File: config.mk
export PLATFORM = sky130hd
export DESIGN_NAME = utf8_to_cp1252_transcoder_core
export DESIGN_NICKNAME = d
export VERILOG_FILES = /design/src/sv/utc_pkg.sv /design/src/sv/utc_step.sv /design/src/sv/utc_decode.sv /design/src/sv/utc_out_buf.sv /design/src/sv/utf8_to_cp1252_transcoder_core.sv
export SDC_FILE = /design/constraint.sdc
export NUM_CORES = 1
export LEC_CHECK = 0
export ABC_AREA = 1
export ABC_CLOCK_PERIOD_IN_PS = 6860
export BUFFER_PORTS_ARGS = -buffer_cell sky130_fd_sc_hd__buf_2
export CAP_MARGIN = 20
export CORE_MARGIN = 2
export CORE_UTILIZATION = 35
export DETAILED_ROUTE_END_ITERATION = 7
export GPL_TIMING_DRIVEN = 0
export HOLD_SLACK_MARGIN = 0.15
export PLACE_DENSITY = 0.56
export SKIP_CTS_REPAIR_TIMING = 1
export SLEW_MARGIN = 30
export SYNTH_ARGS = -nofsm -noshare
export SYNTH_HDL_FRONTEND = slang
export SYNTH_SLANG_ARGS = --single-unit
File: constraint.sdc
create_clock -name clk -period 6.86 [get_ports clk]
set_clock_uncertainty 0.05 [all_clocks]
set_input_delay 1.372 -clock clk [delete_from_list [all_inputs] [get_ports clk]]
set_output_delay 1.372 -clock clk [all_outputs]
set_load 0.03 [all_outputs]
File: src/sv/utc_pkg.sv
// ----------------------------------------------------------------------------
// utc_pkg
// Shared types, constants and code point mapping for the UTF-8 to CP1252
// transcoder.
// ----------------------------------------------------------------------------
package utc_pkg;

	localparam int unsigned MaxRes = 4;

	localparam logic [7:0] Replacement = 8'h3F;
	localparam logic [7:0] Lead2Lo     = 8'hC2;
	localparam logic [7:0] Lead2Hi     = 8'hDF;
	localparam logic [7:0] Lead3Lo     = 8'hE0;
	localparam logic [7:0] Lead3Hi     = 8'hEF;
	localparam logic [7:0] Lead4Lo     = 8'hF0;
	localparam logic [7:0] Lead4Hi     = 8'hF4;

	// continuation bytes still needed after a lead byte
	localparam logic [1:0] Need1 = 2'd1;
	localparam logic [1:0] Need2 = 2'd2;
	localparam logic [1:0] Need3 = 2'd3;

	// results of one input beat, first result in the lowest slot
	typedef struct packed {
		logic [MaxRes-1:0][7:0] data;
		logic [2:0]             n;
		logic                   str_end;
	} utc_res_t;

	// held lead byte and continuation bytes
	typedef struct packed {
		logic [2:0][7:0] bytes;
		logic [1:0]      cnt;
	} utc_state_t;

	function automatic logic is_lead(input logic [7:0] b);
		return (b >= Lead2Lo) && (b <= Lead4Hi);
	endfunction

	function automatic logic [1:0] cont_need(input logic [7:0] lead);
		logic [1:0] need;
		if (lead >= Lead2Lo && lead <= Lead2Hi) begin
			need = Need1;
		end else if (lead >= Lead3Lo && lead <= Lead3Hi) begin
			need = Need2;
		end else begin
			need = Need3;
		end
		return need;
	endfunction

	// code point to cp1252 byte
	function automatic logic [7:0] map_point(input logic [15:0] cp);
		logic [7:0] r;
		if (cp <= 16'h007F || (cp >= 16'h00A0 && cp <= 16'h00FF)) begin
			r = cp[7:0];
		end else begin
			unique case (cp)
				16'h20AC: r = 8'h80;
				16'h201A: r = 8'h82;
				16'h0192: r = 8'h83;
				16'h201E: r = 8'h84;
				16'h2026: r = 8'h85;
				16'h2020: r = 8'h86;
				16'h2021: r = 8'h87;
				16'h02C6: r = 8'h88;
				16'h2030: r = 8'h89;
				16'h0160: r = 8'h8A;
				16'h2039: r = 8'h8B;
				16'h0152: r = 8'h8C;
				16'h017D: r = 8'h8E;
				16'h2018: r = 8'h91;
				16'h2019: r = 8'h92;
				16'h201C: r = 8'h93;
				16'h201D: r = 8'h94;
				16'h2022: r = 8'h95;
				16'h2013: r = 8'h96;
				16'h2014: r = 8'h97;
				16'h02DC: r = 8'h98;
				16'h2122: r = 8'h99;
				16'h0161: r = 8'h9A;
				16'h203A: r = 8'h9B;
				16'h0153: r = 8'h9C;
				16'h017E: r = 8'h9E;
				16'h0178: r = 8'h9F;
				default:  r = Replacement;
			endcase
		end
		return r;
	endfunction

endpackage

File: src/sv/utc_step.sv
// ----------------------------------------------------------------------------
// utc_step
// Input stage: registers the accepted input beat and the held sequence, and
// moves both on when the beat leaves for the decoder and result register.
// ----------------------------------------------------------------------------
module utc_step (
	input  logic                clk,
	input  logic                arst_n,
	input  logic                s_axis_tvalid,
	output logic                s_axis_tready,
	input  logic [7:0]          s_axis_tdata,  // [7:0] in_byte
	input  logic                s_axis_tlast,
	input  logic                adv,
	input  utc_pkg::utc_state_t nxt,
	output logic                vld_s1,
	output logic [7:0]          byte_s1,
	output logic                last_s1,
	output utc_pkg::utc_state_t st_q
);

	assign s_axis_tready = !vld_s1 || adv;

	always_ff @(posedge clk or negedge arst_n) begin
		if (!arst_n) begin
			vld_s1 <= 1'b0;
		end else if (s_axis_tvalid && s_axis_tready) begin
			vld_s1 <= 1'b1;
		end else if (adv) begin
			vld_s1 <= 1'b0;
		end
	end

	always_ff @(posedge clk) begin
		if (s_axis_tvalid && s_axis_tready) begin
			byte_s1 <= s_axis_tdata;
			last_s1 <= s_axis_tlast;
		end
	end

	always_ff @(posedge clk or negedge arst_n) begin
		if (!arst_n) begin
			st_q <= '0;
		end else if (adv) begin
			st_q <= nxt;
		end
	end

endmodule

File: src/sv/utc_decode.sv
// ----------------------------------------------------------------------------
// utc_decode
// Combinational decode of one input byte against the held sequence: gives the
// result bytes of the beat and the next held state.
// ----------------------------------------------------------------------------
module utc_decode (
	input  logic [7:0]          in_byte,
	input  logic                string_last,
	input  utc_pkg::utc_state_t st,
	output utc_pkg::utc_res_t   res,
	output utc_pkg::utc_state_t nxt
);
	import utc_pkg::*;

	logic [1:0]             need;
	logic [1:0]             have;
	logic                   cont;
	logic                   lead_hold;
	logic [15:0]            cp2;
	logic [15:0]            cp3;
	logic [7:0]             done_byte;
	logic [MaxRes-1:0][7:0] raw;
	logic [2:0]             cnt_w;

	assign need      = cont_need(st.bytes[0]);
	assign have      = st.cnt - 2'd1;
	assign cont      = (in_byte[7:6] == 2'b10);
	assign lead_hold = is_lead(in_byte) && !string_last;
	assign cp2       = {5'b0, st.bytes[0][4:0], in_byte[5:0]};
	assign cp3       = {st.bytes[0][3:0], st.bytes[1][5:0], in_byte[5:0]};
	assign cnt_w     = {1'b0, st.cnt};

	always_comb begin
		unique case (need)
			Need1:   done_byte = map_point(cp2);
			Need2:   done_byte = map_point(cp3);
			default: done_byte = Replacement;
		endcase
	end

	// held bytes in order, then the new byte
	assign raw[0] = (st.cnt > 2'd0) ? st.bytes[0] : in_byte;
	assign raw[1] = (st.cnt > 2'd1) ? st.bytes[1] : in_byte;
	assign raw[2] = (st.cnt > 2'd2) ? st.bytes[2] : in_byte;
	assign raw[3] = in_byte;

	always_comb begin
		res.data    = '0;
		res.n       = 3'd0;
		res.str_end = string_last;
		nxt         = st;
		if (st.cnt == 2'd0) begin
			if (lead_hold) begin
				nxt.bytes[0] = in_byte;
				nxt.cnt      = 2'd1;
			end else begin
				res.data[0] = in_byte;
				res.n       = 3'd1;
			end
		end else if (cont) begin
			if (have + 2'd1 == need) begin
				res.data[0] = done_byte;
				res.n       = 3'd1;
				nxt.cnt     = 2'd0;
			end else if (!string_last && st.cnt != 2'd3) begin
				nxt.bytes[st.cnt] = in_byte;
				nxt.cnt           = st.cnt + 2'd1;
			end else begin
				// string ended inside a sequence
				res.data = raw;
				res.n    = cnt_w + 3'd1;
				nxt.cnt  = 2'd0;
			end
		end else begin
			// wrong continuation: flush, then treat the byte as fresh
			res.data = raw;
			if (lead_hold) begin
				res.n        = cnt_w;
				nxt.bytes[0] = in_byte;
				nxt.cnt      = 2'd1;
			end else begin
				res.n   = cnt_w + 3'd1;
				nxt.cnt = 2'd0;
			end
		end
	end

endmodule

File: src/sv/utc_out_buf.sv
// ----------------------------------------------------------------------------
// utc_out_buf
// Result register: holds the results of one beat and shifts them out one
// beat at a time on the master side.
// ----------------------------------------------------------------------------
module utc_out_buf (
	input  logic              clk,
	input  logic              arst_n,
	input  logic              load,
	input  utc_pkg::utc_res_t res,
	output logic              free,
	output logic              m_axis_tvalid,
	input  logic              m_axis_tready,
	output logic [7:0]        m_axis_tdata,  // [7:0] out_byte
	output logic              m_axis_tlast,
	output logic              m_axis_tuser   // [0] string_end
);
	import utc_pkg::*;

	logic [MaxRes-1:0][7:0] data_q;
	logic [2:0]             cnt_q;
	logic                   str_q;
	logic                   take;

	assign take          = m_axis_tvalid && m_axis_tready;
	assign m_axis_tvalid = (cnt_q != 3'd0);
	assign m_axis_tdata  = data_q[0];
	assign m_axis_tlast  = (cnt_q == 3'd1);
	assign m_axis_tuser  = (cnt_q == 3'd1) && str_q;
	assign free          = (cnt_q == 3'd0) || ((cnt_q == 3'd1) && m_axis_tready);

	always_ff @(posedge clk or negedge arst_n) begin
		if (!arst_n) begin
			cnt_q <= 3'd0;
		end else if (load) begin
			cnt_q <= res.n;
		end else if (take) begin
			cnt_q <= cnt_q - 3'd1;
		end
	end

	always_ff @(posedge clk) begin
		if (load) begin
			data_q <= res.data;
			str_q  <= res.str_end;
		end else if (take) begin
			data_q <= {8'h00, data_q[MaxRes-1:1]};
		end
	end

endmodule

File: src/sv/utf8_to_cp1252_transcoder_core.sv
// ----------------------------------------------------------------------------
// utf8_to_cp1252_transcoder_core
// Path: input beat register, combinational decode, result register to output.
// Throughput: one input beat per cycle while each gives at most one result and
// the output is not stalled; a beat with several results holds the input until
// all have left. Beats only extending a held sequence give no output and never
// stall. Reset: arst_n clears the input stage, held sequence and result
// register; the block is ready for input as soon as reset is released.
// ----------------------------------------------------------------------------
module utf8_to_cp1252_transcoder_core (
	input  logic       clk,
	input  logic       arst_n,
	input  logic       s_axis_tvalid,
	output logic       s_axis_tready,
	input  logic [7:0] s_axis_tdata,  // [7:0] in_byte
	input  logic       s_axis_tlast,
	output logic       m_axis_tvalid,
	input  logic       m_axis_tready,
	output logic [7:0] m_axis_tdata,  // [7:0] out_byte
	output logic       m_axis_tlast,
	output logic       m_axis_tuser   // [0] string_end
);
	import utc_pkg::*;

	logic       vld_s1;
	logic [7:0] byte_s1;
	logic       last_s1;
	utc_state_t st_q;
	utc_state_t nxt;
	utc_res_t   res;
	logic       free;
	logic       adv;

	// beats with no result never wait on the result register
	assign adv = vld_s1 && ((res.n == 3'd0) || free);

	utc_step u_step (
		.clk           (clk),
		.arst_n        (arst_n),
		.s_axis_tvalid (s_axis_tvalid),
		.s_axis_tready (s_axis_tready),
		.s_axis_tdata  (s_axis_tdata),
		.s_axis_tlast  (s_axis_tlast),
		.adv           (adv),
		.nxt           (nxt),
		.vld_s1        (vld_s1),
		.byte_s1       (byte_s1),
		.last_s1       (last_s1),
		.st_q          (st_q)
	);

	utc_decode u_decode (
		.in_byte     (byte_s1),
		.string_last (last_s1),
		.st          (st_q),
		.res         (res),
		.nxt         (nxt)
	);

	utc_out_buf u_out_buf (
		.clk           (clk),
		.arst_n        (arst_n),
		.load          (adv && (res.n != 3'd0)),
		.res           (res),
		.free          (free),
		.m_axis_tvalid (m_axis_tvalid),
		.m_axis_tready (m_axis_tready),
		.m_axis_tdata  (m_axis_tdata),
		.m_axis_tlast  (m_axis_tlast),
		.m_axis_tuser  (m_axis_tuser)
	);

endmodule

==> summary.md <==
| Metric | Value |
|---|---|
| Fin nets | `871` |
| CTS max path bufs | `2` |
| Synth Net Count | `836` |
| Fin Hold WS | `0.423 ns` |
| Post-detail-place hpwl | `12600 um` |
| Clk_lat worst skew | `0.34 ns` |
| Final wirelength | `16400 um` |
| Yosys reg bits | `72` |
| Commonest cells after routing, fill and taps aside | `nand2_1, nor2_1, nand3_1` |
| Pins Over Slew Limit | `0` |
| Crit path arrival time | `2.81 ns` |
| Post-synthesis cell area | `5520 sq um` |
| Hold_sp | `u_step.st_q[25]` |
| Total GRT Usage | `20.4%` |
| Critical Path Start | `u_step.st_q[0]` |
| Clock transition at path regs | `0.06 ns` |
| Largest net degree at the start of global routing | `33` |
| Count of cell types in the netlist | `43` |
| Number of global-route vias before repair | `4789` |
| Area of the core | `15300 sq um` |
| CP max FO | `10` |
| Total CTS buffers | `9` |
| Setup violations, final | `0` |
| Async set-reset flop share out of synthesis | `41.7%` |
| Non-Filler Instances | `1066` |
| Antenna-violating nets left | `0` |
| Fillers | `1651` |
| Share of post-route cells with drive strength above 1 | `13.6%` |
| TritonCTS clock tree | `done` |
| Die Span X | `130 um` |
| Flop2flop setup slack | `3.44 ns` |
| Leak Pwr | `3.19 nW` |
| Worst Setup End Kind | `output pin` |
| Slew @ Worst Pin | `0.751 ns` |
| Crit Path Category | `flip-flop to output pin` |
| Die Footprint | `16800 sq um` |
| Final GP Congestion | `0.918` |
| Final period util | `61.7%` |
| Max Cap Viol | `0` |
| DP Cell Count | `1050` |
| Clk sinks | `72` |
| Via density | `4.92` |
| Antenna violations before repair | `0` |
| N_diodes | `0` |
| PortBufs | `24` |
| Pwr Density | `420 nW/um^2` |
| R2R Path End | `u_out_buf.data_q[11]` |
| Post-synth top flop | `edfxtp_1` |
| Post-Syn Area per Cell | `6.78 sq um` |
| Worst endpoint required time | `5.44 ns` |
| Startpoint types | `flip-flop` |
| Reg2reg path depth | `11` |
| Final Critical Period | `4.23 ns` |
| Via count | `5247` |
| Yosys warns | `0` |
| Worst Setup EP | `s_axis_tready` |
| R2R Path Start | `u_step.st_q[0]` |
| Worst ir drop on vdd | `0.212 mV` |
| DR pass1 iterations | `5` |
| Root Driver | `clkbuf_16` |
| Status | `finished, final reports clean` |
| Die Span Y | `130 um` |
| Worst hold-check path type | `flip-flop to flip-flop` |
| Commonest non-fill, non-tap cell in the layout | `nand2_1` |
| Number of enable flip-flop cells after synthesis | `42` |
| WL per Instance | `15.4 um` |
| Worst slew margin | `49.7%` |
| DRC | `0` |
| Synthesized netlist cell count | `815` |
| Initial core utilization | `36.1%` |
| RSZ-0062 raised after global routing | `false` |
| Hold depth | `2` |
| Sequential fraction of the synthesis area | `36.4%` |
| P&R area growth vs syn | `12.3%` |
| Row Count | `45` |
| Setup TNS | `0 ns` |
| Top-level port count | `25` |
| Grt ovf | `0` |
| F_max | `236 MHz` |
| H-tree Lvls | `3` |
| First-pass GRT wire length | `26400 um` |
| Hold Fails Final Rpt | `0` |
| Initial DRC Count | `532` |
[state kept, by name (all words and copies together), names as in the netlist]
name                    cells
u_step.st_q                26
u_out_buf.cnt_q             3
u_out_buf.str_q             1
u_out_buf.m_axis_tdata      8
u_step.last_s1              1
u_step.vld_s1               1
u_out_buf.data_q           24
u_step.byte_s1              8
[worst max-delay path: stages, from the launching register on]
cell and delay (ns):
dfrtp_1 0.50, inv_1 0.16, ha_1 0.15, buf_2 0.24, clkinv_1 0.37, nor2_2 0.36, inv_1 0.07, nand2_1 0.07
nor2_1 0.04, nor2_2 0.16, nand2_1 0.13, buf_2 0.21
[area by class of cell]
class / count / area [sq um] / area share (%)
buffer: 39 / 265 / 4.28
clock buffer: 12 / 246 / 3.98
clock inverter: 4 / 43.8 / 0.706
inverter: 85 / 329 / 5.31
multi-input combinational: 619 / 2920 / 47.1
sequential: 72 / 2010 / 32.5
tap: 211 / 264 / 4.26
timing repair buffer: 24 / 120 / 1.94
[stage by stage]
stage	area [sq um]	total power, mW	setup WS (ns)	utilization, %
after floorplan	5520	1.77	3.24	-
after global placement	5910	2.13	2.89	38.6
after detailed placement	5910	2.13	2.95	38.6
after CTS	6200	2.60	2.65	40.5
after global routing	6200	2.81	2.41	40.5
final	6200	2.60	2.63	40.5
[worst min-delay path by stage]
stage,slack [ns],endpoint
after floorplan,0.37,u_step.st_q[17]
after global placement,0.40,u_step.st_q[25]
after detailed placement,0.41,u_step.st_q[25]
after CTS,0.42,u_step.st_q[25]
after global routing,0.46,u_step.st_q[25]
final,0.42,u_step.st_q[25]
[layer usage]
metal,track usage (%),wire length (um)
met1,32.0,8380
met2,28.9,6820
met3,3.67,1020
met4,3.98,142
met5,0,0
[kinds of logic (layout without fill, tap and decap cells)]
| kind of cell | after synthesis | count (layout) | share of synthesized area, % |
|---|---|---|---|
| adders and majority gates | 8 | 8 | 1.81 |
| AOI/OAI and AO/OA | 74 | 74 | 7.50 |
| buffers and inverters | 124 | 164 | 10.8 |
| xor gates and xnor gates | 2 | 2 | 0.317 |
| and+or+nand+nor | 535 | 535 | 43.2 |
| DFF | 72 | 72 | 36.4 |
[synthesized netlist by cell type, types with 3 or more instances]
cell,instances,area share [%]
nand2_1,281,19
nor2_1,112,7.6
nand3_1,75,6.8
inv_1,72,4.9
edfxtp_1,42,23
o21ai_0,39,3.5
dfrtp_1,30,14
nand4_1,20,2.3
buf_2,11,1.0
buf_4,11,1.5
o21ai_1,11,1.0
a21oi_1,9,0.82
clkbuf_1,9,0.61
inv_2,9,0.61
ha_1,8,1.8
nand2_2,8,0.91
nor3_2,8,1.4
buf_6,7,1.4
nor2_4,6,1.2
o211ai_1,6,0.82
a211oi_1,5,0.68
nor3_1,5,0.45
nor3b_1,3,0.41
[where the power goes]
part	switching, mW	internal, mW	total [mW]	leakage [nW]
Combinational	0.946	0.406	1.35	2.25
Clock	0.179	0.289	0.468	0.144
Sequential	0.104	0.677	0.782	0.796
(Power assumes the default switching activity.)
